--- src/sv/hrpf_pkg.sv ---
// ----------------------------------------------------------------------------
// hrpf_pkg
// Shared types, byte positions, verdict codes and offset helpers of the
// HTTP request frame filter.
// ----------------------------------------------------------------------------
package hrpf_pkg;

   localparam int unsigned HeadDepth = 6;

   localparam logic [15:0] PosTypeHi = 16'd12;
   localparam logic [15:0] PosTypeLo = 16'd13;
   localparam logic [15:0] PosIhl    = 16'd14;
   localparam logic [15:0] PosLenHi  = 16'd16;
   localparam logic [15:0] PosLenLo  = 16'd17;
   localparam logic [15:0] PosProto  = 16'd23;
   localparam logic [15:0] PosMax    = 16'hFFFF;

   localparam logic [7:0]  EthHeaderBytes = 8'd14;
   localparam logic [6:0]  DoffBase       = 7'd26;
   localparam logic [15:0] EtherTypeIpv4  = 16'h0800;
   localparam logic [7:0]  ProtoTcp       = 8'd6;
   localparam logic [3:0]  MinTcpWords    = 4'd3;
   localparam logic signed [17:0] MinPayload = 18'sd7;

   localparam logic [7:0] ChH = 8'h48;
   localparam logic [7:0] ChT = 8'h54;
   localparam logic [7:0] ChP = 8'h50;
   localparam logic [7:0] ChG = 8'h47;
   localparam logic [7:0] ChE = 8'h45;
   localparam logic [7:0] ChO = 8'h4F;
   localparam logic [7:0] ChS = 8'h53;
   localparam logic [7:0] ChU = 8'h55;
   localparam logic [7:0] ChD = 8'h44;
   localparam logic [7:0] ChL = 8'h4C;
   localparam logic [7:0] ChA = 8'h41;

   localparam logic [2:0] MethodNone   = 3'd0;
   localparam logic [2:0] MethodHttp   = 3'd1;
   localparam logic [2:0] MethodGet    = 3'd2;
   localparam logic [2:0] MethodPost   = 3'd3;
   localparam logic [2:0] MethodPut    = 3'd4;
   localparam logic [2:0] MethodDelete = 3'd5;
   localparam logic [2:0] MethodHead   = 3'd6;

   localparam logic [2:0] CauseKept     = 3'd0;
   localparam logic [2:0] CauseNotIpv4  = 3'd1;
   localparam logic [2:0] CauseNotTcp   = 3'd2;
   localparam logic [2:0] CauseShortPay = 3'd3;
   localparam logic [2:0] CauseNoMatch  = 3'd4;
   localparam logic [2:0] CauseTooShort = 3'd5;

   typedef struct packed {
      logic [7:0] frame_byte;
      logic       end_of_frame;
   } req_type;

   typedef struct packed {
      logic       keep;
      logic [2:0] method_kind;
      logic [2:0] drop_cause;
   } rsp_type;

   typedef struct packed {
      logic [15:0]                 pos;
      logic [15:0]                 ether_type;
      logic [7:0]                  ip_protocol;
      logic [3:0]                  ip_header_words;
      logic [15:0]                 ip_total_length;
      logic [3:0]                  tcp_header_words;
      logic [HeadDepth-1:0][7:0]   payload_head;
   } fields_type;

   function automatic logic [6:0] doff_pos_f(input logic [3:0] ihl);
      doff_pos_f = DoffBase + {1'b0, ihl, 2'b00};
   endfunction

   function automatic logic [7:0] pay_off_f(input logic [3:0] ihl, input logic [3:0] tcp);
      pay_off_f = EthHeaderBytes + {2'b00, ihl, 2'b00} + {2'b00, tcp, 2'b00};
   endfunction

endpackage

--- src/sv/hrpf_capture.sv ---
// ----------------------------------------------------------------------------
// hrpf_capture
// Byte position counter and header field capture; presents the fields as
// they stand after the current byte.
// ----------------------------------------------------------------------------
module hrpf_capture (
   input  logic                 clock,
   input  logic                 reset,
   input  logic                 advance,
   input  logic [7:0]           frame_byte,
   input  logic                 end_of_frame,
   output hrpf_pkg::fields_type fields
);
   import hrpf_pkg::*;

   fields_type state_ff;
   fields_type state_in;
   fields_type upd;
   logic [6:0]  doff_pos;
   logic [7:0]  pay_off;
   logic [15:0] rel;
   logic        cap;

   always_comb begin
      upd = state_ff;
      if (state_ff.pos == PosTypeHi) upd.ether_type[15:8] = frame_byte;
      if (state_ff.pos == PosTypeLo) upd.ether_type[7:0] = frame_byte;
      if (state_ff.pos == PosIhl) upd.ip_header_words = frame_byte[3:0];
      if (state_ff.pos == PosLenHi) upd.ip_total_length[15:8] = frame_byte;
      if (state_ff.pos == PosLenLo) upd.ip_total_length[7:0] = frame_byte;
      if (state_ff.pos == PosProto) upd.ip_protocol = frame_byte;
      doff_pos = doff_pos_f(upd.ip_header_words);
      if (state_ff.pos == 16'(doff_pos)) upd.tcp_header_words = frame_byte[7:4];
      pay_off = pay_off_f(upd.ip_header_words, upd.tcp_header_words);
      rel = state_ff.pos - 16'(pay_off);
      cap = (state_ff.pos >= 16'(doff_pos)) && (upd.tcp_header_words >= MinTcpWords) &&
            (state_ff.pos >= 16'(pay_off)) &&
            (state_ff.pos < 16'(pay_off) + 16'(HeadDepth));
      if (cap) upd.payload_head[rel[2:0]] = frame_byte;
   end

   always_comb begin
      state_in = upd;
      if (state_ff.pos != PosMax) state_in.pos = state_ff.pos + 16'd1;
      if (end_of_frame) state_in = '0;
   end

   always_ff @(posedge clock) begin
      if (reset) begin
         state_ff <= '0;
      end else if (advance) begin
         state_ff <= state_in;
      end
   end

   assign fields = upd;

endmodule

--- src/sv/hrpf_verdict.sv ---
// ----------------------------------------------------------------------------
// hrpf_verdict
// Frame checks in priority order and HTTP method match on the payload head.
// ----------------------------------------------------------------------------
module hrpf_verdict (
   input  hrpf_pkg::fields_type fields,
   output hrpf_pkg::rsp_type    verdict
);
   import hrpf_pkg::*;

   logic [6:0]         doff_pos;
   logic [7:0]         pay_off;
   logic signed [17:0] plen;
   logic [2:0]         kind;
   logic [HeadDepth-1:0][7:0] h;

   assign h = fields.payload_head;

   always_comb begin
      kind = MethodNone;
      if (h[0] == ChH && h[1] == ChT && h[2] == ChT && h[3] == ChP) begin
         kind = MethodHttp;
      end else if (h[0] == ChG && h[1] == ChE && h[2] == ChT) begin
         kind = MethodGet;
      end else if (h[0] == ChP && h[1] == ChO && h[2] == ChS && h[3] == ChT) begin
         kind = MethodPost;
      end else if (h[0] == ChP && h[1] == ChU && h[2] == ChT) begin
         kind = MethodPut;
      end else if (h[0] == ChD && h[1] == ChE && h[2] == ChL && h[3] == ChE &&
                   h[4] == ChT && h[5] == ChE) begin
         kind = MethodDelete;
      end else if (h[0] == ChH && h[1] == ChE && h[2] == ChA && h[3] == ChD) begin
         kind = MethodHead;
      end
   end

   always_comb begin
      doff_pos = doff_pos_f(fields.ip_header_words);
      pay_off  = pay_off_f(fields.ip_header_words, fields.tcp_header_words);
      plen = $signed({2'b00, fields.ip_total_length}) -
             $signed({12'd0, fields.ip_header_words, 2'b00}) -
             $signed({12'd0, fields.tcp_header_words, 2'b00});
      verdict = '{keep: 1'b0, method_kind: MethodNone, drop_cause: CauseKept};
      if (fields.pos < PosTypeLo) begin
         verdict.drop_cause = CauseTooShort;
      end else if (fields.ether_type != EtherTypeIpv4) begin
         verdict.drop_cause = CauseNotIpv4;
      end else if (fields.pos < PosProto) begin
         verdict.drop_cause = CauseTooShort;
      end else if (fields.ip_protocol != ProtoTcp) begin
         verdict.drop_cause = CauseNotTcp;
      end else if (fields.pos < 16'(doff_pos)) begin
         verdict.drop_cause = CauseTooShort;
      end else if (plen < MinPayload || fields.tcp_header_words < MinTcpWords) begin
         verdict.drop_cause = CauseShortPay;
      end else if (fields.pos < 16'(pay_off) + 16'(HeadDepth - 1)) begin
         verdict.drop_cause = CauseTooShort;
      end else if (kind != MethodNone) begin
         verdict.keep        = 1'b1;
         verdict.method_kind = kind;
      end else begin
         verdict.drop_cause = CauseNoMatch;
      end
   end

endmodule

--- src/sv/http_request_packet_filter.sv ---
// ----------------------------------------------------------------------------
// http_request_packet_filter
// Ethernet/IPv4/TCP frame filter that keeps frames whose payload opens with
// an HTTP method and drops the rest with a cause code.
// ----------------------------------------------------------------------------
//  channel  direction  payload   transfer
//  req_     in         req_type  one frame byte per request, end mark on last
//  rsp_     out        rsp_type  one verdict per frame, after the last byte
//
//  Takes one byte every cycle but while a last byte waits; a verdict is
//  valid the cycle after its last byte advances. The input register and the
//  result register each hold one entry. A last byte waits in the input
//  register only while an older verdict is still untaken; other bytes never
//  wait on rsp_ready. Reset clears all captured fields and both valid flags.
// ----------------------------------------------------------------------------
module http_request_packet_filter (
   input  logic              clock,
   input  logic              reset,
   input  logic              req_valid,
   output logic              req_ready,
   input  hrpf_pkg::req_type req_data,
   output logic              rsp_valid,
   input  logic              rsp_ready,
   output hrpf_pkg::rsp_type rsp_data
);
   import hrpf_pkg::*;

   logic       in_valid_ff;
   logic       in_valid_in;
   logic [7:0] in_byte_ff;
   logic       in_eof_ff;
   logic       out_valid_ff;
   logic       out_valid_in;
   rsp_type    out_data_ff;
   logic       advance;
   fields_type fields;
   rsp_type    verdict;

   assign advance   = in_valid_ff && (!in_eof_ff || !out_valid_ff || rsp_ready);
   assign req_ready = !in_valid_ff || advance;

   assign in_valid_in  = (req_valid && req_ready) || (in_valid_ff && !advance);
   assign out_valid_in = (advance && in_eof_ff) || (out_valid_ff && !rsp_ready);

   hrpf_capture u_capture (
      .clock        (clock),
      .reset        (reset),
      .advance      (advance),
      .frame_byte   (in_byte_ff),
      .end_of_frame (in_eof_ff),
      .fields       (fields)
   );

   hrpf_verdict u_verdict (
      .fields  (fields),
      .verdict (verdict)
   );

   always_ff @(posedge clock) begin
      if (reset) begin
         in_valid_ff  <= 1'b0;
         out_valid_ff <= 1'b0;
      end else begin
         in_valid_ff  <= in_valid_in;
         out_valid_ff <= out_valid_in;
      end
   end

   always_ff @(posedge clock) begin
      if (req_valid && req_ready) begin
         in_byte_ff <= req_data.frame_byte;
         in_eof_ff  <= req_data.end_of_frame;
      end
      if (advance && in_eof_ff) begin
         out_data_ff <= verdict;
      end
   end

   assign rsp_valid = out_valid_ff;
   assign rsp_data  = out_data_ff;

`ifndef SYNTH
   a_keep_fields : assert property (@(posedge clock) disable iff (reset)
      rsp_valid && rsp_data.keep |->
         rsp_data.method_kind != MethodNone && rsp_data.drop_cause == CauseKept)
      else $error("kept frame without method or with cause");

   a_drop_fields : assert property (@(posedge clock) disable iff (reset)
      rsp_valid && !rsp_data.keep |->
         rsp_data.method_kind == MethodNone && rsp_data.drop_cause != CauseKept)
      else $error("dropped frame with method or without cause");

   a_last_to_rsp : assert property (@(posedge clock) disable iff (reset)
      advance && in_eof_ff |=> rsp_valid)
      else $error("verdict lost");

   a_hold_last : assert property (@(posedge clock) disable iff (reset)
      in_valid_ff && in_eof_ff && rsp_valid && !rsp_ready |->
         !req_ready && !advance)
      else $error("last byte advanced over untaken verdict");

   a_in_hold : assert property (@(posedge clock) disable iff (reset)
      in_valid_ff && !advance |=> in_valid_ff && $stable(in_byte_ff) && $stable(in_eof_ff))
      else $error("stalled input register changed");
`endif

endmodule

--- config.mk ---
export PLATFORM = sky130hd
export DESIGN_NAME = http_request_packet_filter
export DESIGN_NICKNAME = d
export VERILOG_FILES = /design/src/sv/hrpf_pkg.sv /design/src/sv/hrpf_capture.sv /design/src/sv/hrpf_verdict.sv /design/src/sv/http_request_packet_filter.sv
export SDC_FILE = /design/constraint.sdc
export NUM_CORES = 1
export LEC_CHECK = 0
export CORE_ASPECT_RATIO = 0.9
export CORE_MARGIN = 1
export CORE_UTILIZATION = 40
export CTS_BUF_LIST = sky130_fd_sc_hd__clkbuf_2
export DETAILED_ROUTE_END_ITERATION = 16
export DONT_BUFFER_PORTS = 1
export PLACE_DENSITY_LB_ADDON = 0.25
export SKIP_LAST_GASP = 1
export SLEW_MARGIN = 5
export SYNTH_ARGS = -nofsm -noshare
export SYNTH_HDL_FRONTEND = slang
export SYNTH_HIERARCHICAL = 1
export SYNTH_SLANG_ARGS = --single-unit
--- constraint.sdc ---
create_clock -name clock -period 17 [get_ports clock]
set_clock_uncertainty 0.1 [all_clocks]
set_input_delay 2.55 -clock clock [delete_from_list [all_inputs] [get_ports clock]]
set_output_delay 2.55 -clock clock [all_outputs]
set_load 0.02 [all_outputs]
-- Word-level counts from Yosys, hierarchy flattened
Cells that the tools add are included.
- flip-flop bits (word level): 130
- input port bits: 13
- output and inout port bits: 9
- logic and storage cells: 141
- $add $sub $neg: 9
- order comparisons: 12
- equal/unequal tests: 28
- muxes and demuxes: 27
- bitwise operators: 1
- reductions and logical operators: 44
- operators by type and width (operator ; count):
    $eq 8x7->1 const B ; 18
    $mux 112 ; 1
    $bwmux 48 ; 1
    $eq 16x4->1 const B ; 3
    $eq 16x5->1 const B ; 3
    $mux 48 ; 1
    $mux 8 ; 6
    $mux 3 ; 13
    $lt 16x9->1 ; 2
    $logic_and 1x1->1 ; 27
    $demux 8 s3 ; 1
    $add 8x3->9 const B ; 2
    $lt 18x4->1 const B ; 1
    $sub 18x7->18 ; 1
    $sub 16x6->17 ; 1
    $add 16x1->16 const B ; 1
    $eq 16x7->1 ; 1
    $ge 16x7->1 ; 1
    $ge 16x8->1 ; 1
    $lt 16x4->1 const B ; 1
    $lt 16x5->1 const B ; 1
    $lt 16x7->1 ; 1
    $mux 16 ; 1
    $ne 16x12->1 const B ; 1
    other kinds (20) ; 31

-- Logic depth before layout (Yosys ltp)
Gate-level depths: netlist of run 1.
- word-level depth: 32
- gate-level depth with buffers: 37
- gate-level depth less buffers: 34

-- Hierarchy
Netlist of run 1, hierarchy kept.
- by module, submodules not included (module ; times used ; cells each ; area an instance (um^2) ; seq. area each (um^2)):
    hrpf_capture ; 1 ; 816 ; 7111.8 ; 2242.2
    hrpf_verdict ; 1 ; 250 ; 1880.6 ; 0.0
    http_request_packet_filter ; 1 ; 28 ; 584.3 ; 520.5

-- Least setup slack after synthesis of run 1
Ideal clock, no wire load.
- kind: reg2reg
- start: register u_capture.state_ff (netlist bit u_capture/fields[104])
- end: register out_data_ff (netlist bit rsp_data[2]), data pin
- library setup time: 255 ps
- arrival: 8986 ps
- data required time: 16645 ps
- setup slack: 7659 ps
- stages on the path, launching flop included: 32
- buffers on the path: 1
- period minus slack after synthesis: 9341 ps
- path through: dfxtp_1 > or4_1 > or4b_2 > nor3_2 > nand2_1 > mux2i_2 > nand2_1 > xnor2_1 > ha_1 > nand4b_1 > nor4_4 > mux2_2 > ha_1 > fa_1 > xnor2_1 > nor2_1 > xnor2_1 > ha_1 > a21o_1 > o211ai_1 > nand4_2 > nor3_2 > buf_2 > mux2_2 > nor4b_2 > nand4_1 > or4_1 > nor4_1 > nand4_1 > and4_1 > o31a_1 > a31o_1
- RTL lines (what ; line ; RTL):
    start: declaration ; hrpf_capture.sv:16 ; fields_type state_ff;
    start signal: assignment ; hrpf_capture.sv:52 ; state_ff <= state_in;
    end signal: assignment ; http_request_packet_filter.sv:75 ; out_data_ff <= verdict;
    end: declaration ; http_request_packet_filter.sv:34 ; rsp_type out_data_ff;

==> results.yml, run 1 <==
synthesis:
  synth_edf_count: 16
  synth.net_count: 1163
  ys_async_sr_fraction: 0
  synth_area_leaders: "dfxtp_1, mux2_2, ha_1"
  ys_ff_latch: 130
  syn_inst: 1094
  synth_area_leader_cell: "dfxtp_1"
  syn_area_per_cell_um2: 8.75
  yosysTopAreaCellShare: 0.238
  yosysUniqueCellTypes: 94
  synth_area_um2: 9580
  synthFlopType: "dfxtp_1"
  ys_seq_area_frac: 0.288
  yosysWarnings: 6
power_and_ir_drop:
  p_sw_uw: 159
  p_clk_frac: 0.366
  intPower_uw: 377
  p_leak_uw: 0.00368
  p_total_uw: 536
  p_per_area_nw_per_um2: 54.3
  ir_drop_mv: 0.0330
  p_comb_frac: 0.045
  p_seq_frac: 0.589
  power.share.switching: 0.297
place:
  preCtsSetupSlack_ns: 6.56
  place_hpwl_um: 17400
  dpl-instance-area_um2: 9630
  port_buffers: 0
  place_congestion: 0.867
timing:
  final_hold_viol_count: 0
  fmax_mhz: 94.1
  final.setup.tns_ns: 0
  tightest_slew_ns: 1.10
  setup_violations: 0
  final-max-slew-violation-count: 0
  relSlewSlack: 0.260
  post-route-period-util: 0.625
  holdWs_ns: 0.396
  finalCriticalPeriod_ns: 10.63
  fin_ws_ns: 6.37
  rsz0062_at_grt: "no"
global_routing:
  busiest_layer: "met2"
  grt_max_degree: 142
  use_met3: 0.0400
  track_usage: 0.222
  use_met1: 0.309
  overflow: 0
  grt_pass1_wl_um: 42300
  grtUsageMet2: 0.347
  antenna_found_initial: 1
  grt_pass1_vias: 7566
worst_setup_path:
  startpoint_type: "register"
  slowest_delay_ns: 1.01
  critPathBufInv: 0
  path_class: "reg -> reg"
  path_max_fanout: 19
  critPathTopFamily: "simple AND/OR/NAND/NOR gates"
  crit_required_ns: 17.41
  cp-end-kind: "register"
  crit_arrival_ns: 11.04
  cp_slowest_cell: "nor3_2"
routing:
  vias: 8111
  vias_per_cell: 5.99
  antenna_left: 0
  drtIter0Drc: 750
  drc: 0
  dr.pass1.iters: 5
  routedWlPerCell_um: 19.3
  wl_um: 26100
floorplanning:
  core_um2: 23400
  ioPinCount: 22
  std_cell_rows: 53
  die_area_um2: 24600
  die_h_um: 149
  start_util: 0.409
  die_width_um: 165
clock_tree:
  clk_pin_slew_worst_paths_ns: 0.21
  cts_max_path_buffers: 2
  numCtsBuffers: 17
  cts_hold_buf: 0
  cts_resized: 0
  cts_sinks: 130
  cts_root_buf: "clkbuf_2"
  tritoncts: "yes"
  cts_setup_buffers: 0
  clk_latency_ns: 0.74
  htree_levels: 4
finish:
  design_area_um2: 9860
  nFillCells: 2309
  areaGrowthSynthToFinish_pct: 2.97
  register_area_um2: 2760
  drive_gt1_frac: 0.207
  multi_input_area_um2: 6230
  nets: 1108
outcome:
  run_status: "complete, no violations"
flow_run:
  maxCapViolCount: 0
hold_path:
  hold_class: "reg -> reg"
-- worst reg2reg max path, delay by kind of cell (launching register included) --
| family | cells | cell delay, ns |
|---|---|---|
| mux | 3 | 1.29 |
| xor+xnor | 2 | 0.47 |
| flops | 1 | 0.40 |
| compound gates | 5 | 1.37 |
| simple gates | 15 | 5.50 |
| fa+ha+maj | 4 | 1.29 |
-- final timing paths --
path | start | end | slack (ns) | depth (start not counted)
worst max-delay path | u_capture/fields[111] | rsp_data[2] | 6.37 | 29
worst min-delay path | u_capture/state_ff[36] | u_capture/state_ff[36] | 0.40 | 2
worst max register to register | u_capture/fields[111] | rsp_data[2] | 6.37 | 29
worst min register to register | u_capture/state_ff[36] | u_capture/state_ff[36] | 0.40 | 2
-- placed cells by master (no fill, tap or decap), types with 18 or more instances in the layout --
master    instances
nand3_1          63
a21oi_1          22
or3b_2           32
o21ai_0          24
ha_1             52
nor3_1           20
mux2_2           89
nor2b_1          24
clkbuf_2         18
nand2_1          91
dfxtp_1         114
inv_1            37
o221ai_1         34
nor2_1           98
a22oi_1          29
-- state kept, by name (all words and copies together) (netlist names) --
| name | flops |
|---|---|
| in_valid_ff | 1 |
| in_byte_ff | 8 |
| rsp_data | 7 |
| rsp_valid | 1 |
| u_capture/fields | 16 |
| in_eof_ff | 1 |
| u_capture/state_ff | 96 |
-- Yosys cell counts, types with 4 or more instances --
library cell,count
o21ai_1,4
clkbuf_1,57
nor2_1,99
o21ai_0,24
nand4_1,12
and2_1,5
mux2i_1,6
nor3b_1,6
or3_1,4
nand3_1,63
dfxtp_1,114
nand2b_1,7
edfxtp_1,16
a22oi_1,29
mux2_2,89
nor4_1,13
inv_1,37
nor4b_1,6
a32oi_1,16
fa_1,4
buf_2,7
or3b_2,32
a31oi_1,17
nor3_1,20
xor2_1,16
nand4b_1,8
o221ai_1,34
or4_1,5
a21oi_1,22
xnor2_1,16
a21o_1,13
nand2_1,91
buf_4,17
nor2b_1,24
a211oi_1,6
or2_2,4
ha_1,52
buf_6,7
-- per-layer routing --
layer  part of all wire  vias up
met4              0.018        0
met3              0.050       33
li1                   -     3937
met5                  0        -
met2               0.46      231
met1               0.47     3910
-- logic make-up after synthesis --
family / after synthesis / share of synthesized area
and+or+nand+nor: 439 / 0.261
AOI/OAI and AO/OA: 209 / 0.163
DFF: 130 / 0.288
buffers and inverters: 128 / 0.0632
muxes: 98 / 0.115
adders and majority gates: 56 / 0.0763
xor gates and xnor gates: 33 / 0.0320
other: 1 / 0.000392
-- power groups by stage --
stage                     Clock (uW)  Sequential [uW]  Combinational, uW
after floorplan                    0              321               17.8
after global placement             0              322               23.9
after detailed placement           0              322               23.9
after CTS                        202              316               23.9
after global routing             215              316               25.4
final                            196              316               24.1
-- through the flow --
stage	util	instances
2_1_floorplan	-	1094
3_5_place_dp	0.411	1322
6_report	0.421	1355
5_1_grt	0.421	1355
4_1_cts	0.421	1354
3_3_place_gp	0.411	1322
-- layout make-up --
class,instances,area share
Clock buffer,18,0.00914
Sequential cell,130,0.280
Tap cell,302,0.0383
Inverter,39,0.0148
Clock inverter,14,0.0145
Antenna cell,1,0.000254
Timing Repair Buffer,15,0.0114
Multi-Input combinational cell,836,0.631
Note: power is estimated with default switching activity, not from simulation.
==> run 2, diff against run 1 <==
==> constraint.sdc (replaced) <==
create_clock -name clock -period 9.15 [get_ports clock]
set_clock_uncertainty 0.1 [all_clocks]
set_input_delay 1.3725 -clock clock [delete_from_list [all_inputs] [get_ports clock]]
set_output_delay 1.3725 -clock clock [all_outputs]
set_load 0.02 [all_outputs]
==> run 2 against run 1 <==
Net effect:
- clock power up 75%
- non-clock buffer count up 69
- global-route usage up 0.34 points
- register-to-register slack worse by 6.2 ns
- sequential power up 85%
- first-iteration DRC count up 0.27%
- cell area up 8.3%
- sequential cell count unchanged
- setup slack worse by 6.2 ns
- core utilization up 3.5 points
- maximum frequency up 19%
- critical endpoint unchanged
- largest power group unchanged
==> results.yml, run 2 (synthesized netlist as in run 1, its figures left out) <==
routing:
  wl_um: 27500
  drc: 0
  vias_per_cell: 5.88
  antenna_left: 0
  vias: 8372
  dr.pass1.iters: 7
  drtIter0Drc: 752
  routedWlPerCell_um: 19.3
timing:
  final.setup.tns_ns: 0
  relSlewSlack: 0.295
  setup_violations: 0
  final-max-slew-violation-count: 0
  rsz0062_at_grt: "yes"
  final_hold_viol_count: 0
  fmax_mhz: 112
  finalCriticalPeriod_ns: 8.95
  tightest_slew_ns: 1.05
  post-route-period-util: 0.978
flow_run:
  maxCapViolCount: 0
global_routing:
  grt_pass1_vias: 7661
  grtUsageMet2: 0.345
  use_met3: 0.0442
  overflow: 0
  track_usage: 0.225
  antenna_found_initial: 1
  grt_pass1_wl_um: 42900
  busiest_layer: "met2"
  use_met1: 0.317
  grt_max_degree: 142
clock_tree:
  cts_root_buf: "clkbuf_2"
  clk_latency_ns: 0.74
  tritoncts: "yes"
  cts_max_path_buffers: 2
  cts_hold_buf: 0
  numCtsBuffers: 17
  cts_sinks: 130
  clk_pin_slew_worst_paths_ns: 0.24
  htree_levels: 4
power_and_ir_drop:
  ir_drop_mv: 0.0581
  p_per_area_nw_per_um2: 91.5
  p_leak_uw: 0.00411
worst_setup_path:
  r2r_start: "u_capture/fields[104]"
  endpoint: "rsp_data[2]"
  crit_start: "u_capture/fields[104]"
  path_class: "reg -> reg"
  startpoint_type: "register"
  crit_arrival_ns: 9.36
  cp_slowest_cell: "or4b_4"
  crit_required_ns: 9.55
  cp-end-kind: "register"
  path_max_fanout: 7
  crit-reg2reg-capture: "rsp_data[2]"
  r2r_setup_slack_ns: 0.20
  slowest_delay_ns: 0.56
  rr_worst_depth: 34
finish:
  largest-register: "u_capture/state_ff"
  areaGrowthSynthToFinish_pct: 11.5
  final_util: 0.456
  final_cells: 1424
  drive_gt1_frac: 0.291
  nets: 1177
  largest_register_ffs: 96
  design_area_um2: 10700
  final_cell_mix: "dfxtp_1, nor2_1, nand2_1"
  final_common_cell: "dfxtp_1"
  nFillCells: 2294
place:
  place_congestion: 0.901
  place_hpwl_um: 18100
  placed_cells_incl_taps: 1369
  dpl-instance-area_um2: 10000
  port_buffers: 0
floorplanning:
  die_h_um: 149
  core_um2: 23400
  start_util: 0.409
  ioPinCount: 22
  die_area_um2: 24600
  std_cell_rows: 53
  die_width_um: 165
hold_path:
  hold_class: "reg -> reg"
outcome:
  run_status: "complete, no violations"
[run 2: repair_timing]
item                                    in CTS  in global routing
gates resized for setup                     11                 47
endpoints found under the hold margin        0                  0
buffers inserted                             2                 20
endpoints found under the setup margin       3                  5
pin swaps                                    6                 34
[run 2: layout make-up]
type | instances | area (um^2) | share of cell area
multi-input combinational | 836 | 6520 | 0.611
sequential | 130 | 2770 | 0.259
timing repair buffer | 84 | 654 | 0.0613
tap | 302 | 378 | 0.0354
inverter | 39 | 146 | 0.0137
clock inverter | 14 | 121 | 0.0114
clock buffer | 18 | 90.1 | 0.00844
antenna | 1 | 2.50 | 0.000234
[run 2: metal layers]
metal,up-vias,part of all wire
li1,4075,-
met3,26,0.046
met2,220,0.46
met4,0,0.019
met1,4051,0.48
met5,-,0
[run 2: power by group]
group	leakage (uW)	internal, uW	total, uW	switching [uW]
clock	0.000131	82.1	343	261
combinational	0.00291	9.00	49.4	40.4
sequential	0.00107	582	585	2.72
[run 2: stage by stage]
step           hold slack [ns]  setup slack, ns  total power (uW)
4_1_cts                  0.400          0.00646               988
5_1_grt                  0.419           -0.186              1010
2_1_floorplan            0.350           0.0204               630
6_report                 0.407            0.198               977
3_3_place_gp             0.365          -0.0230               644
3_5_place_dp             0.373           -0.166               644
[run 2: worst min-delay path by stage]
stage | start | endpoint | slack [ns] | cells after the start
3_3_place_gp | u_capture/state_ff[53] | u_capture/state_ff[53] | 0.37 | 2
4_1_cts | u_capture/state_ff[31] | u_capture/state_ff[31] | 0.40 | 2
3_5_place_dp | u_capture/state_ff[31] | u_capture/state_ff[31] | 0.37 | 2
2_1_floorplan | u_capture/state_ff[52] | u_capture/state_ff[52] | 0.35 | 2
6_report | u_capture/state_ff[37] | u_capture/state_ff[37] | 0.41 | 2
5_1_grt | u_capture/state_ff[35] | u_capture/state_ff[35] | 0.42 | 2
[run 2: worst max-delay path, delay by kind of cell (launching register included)]
family	cells	cell delay [ns]
compound gates	4	0.85
xor+xnor	3	0.57
fa+ha+maj	5	1.38
buf+inv	4	0.54
flops	1	0.37
mux	3	0.82
simple gates	15	4.06
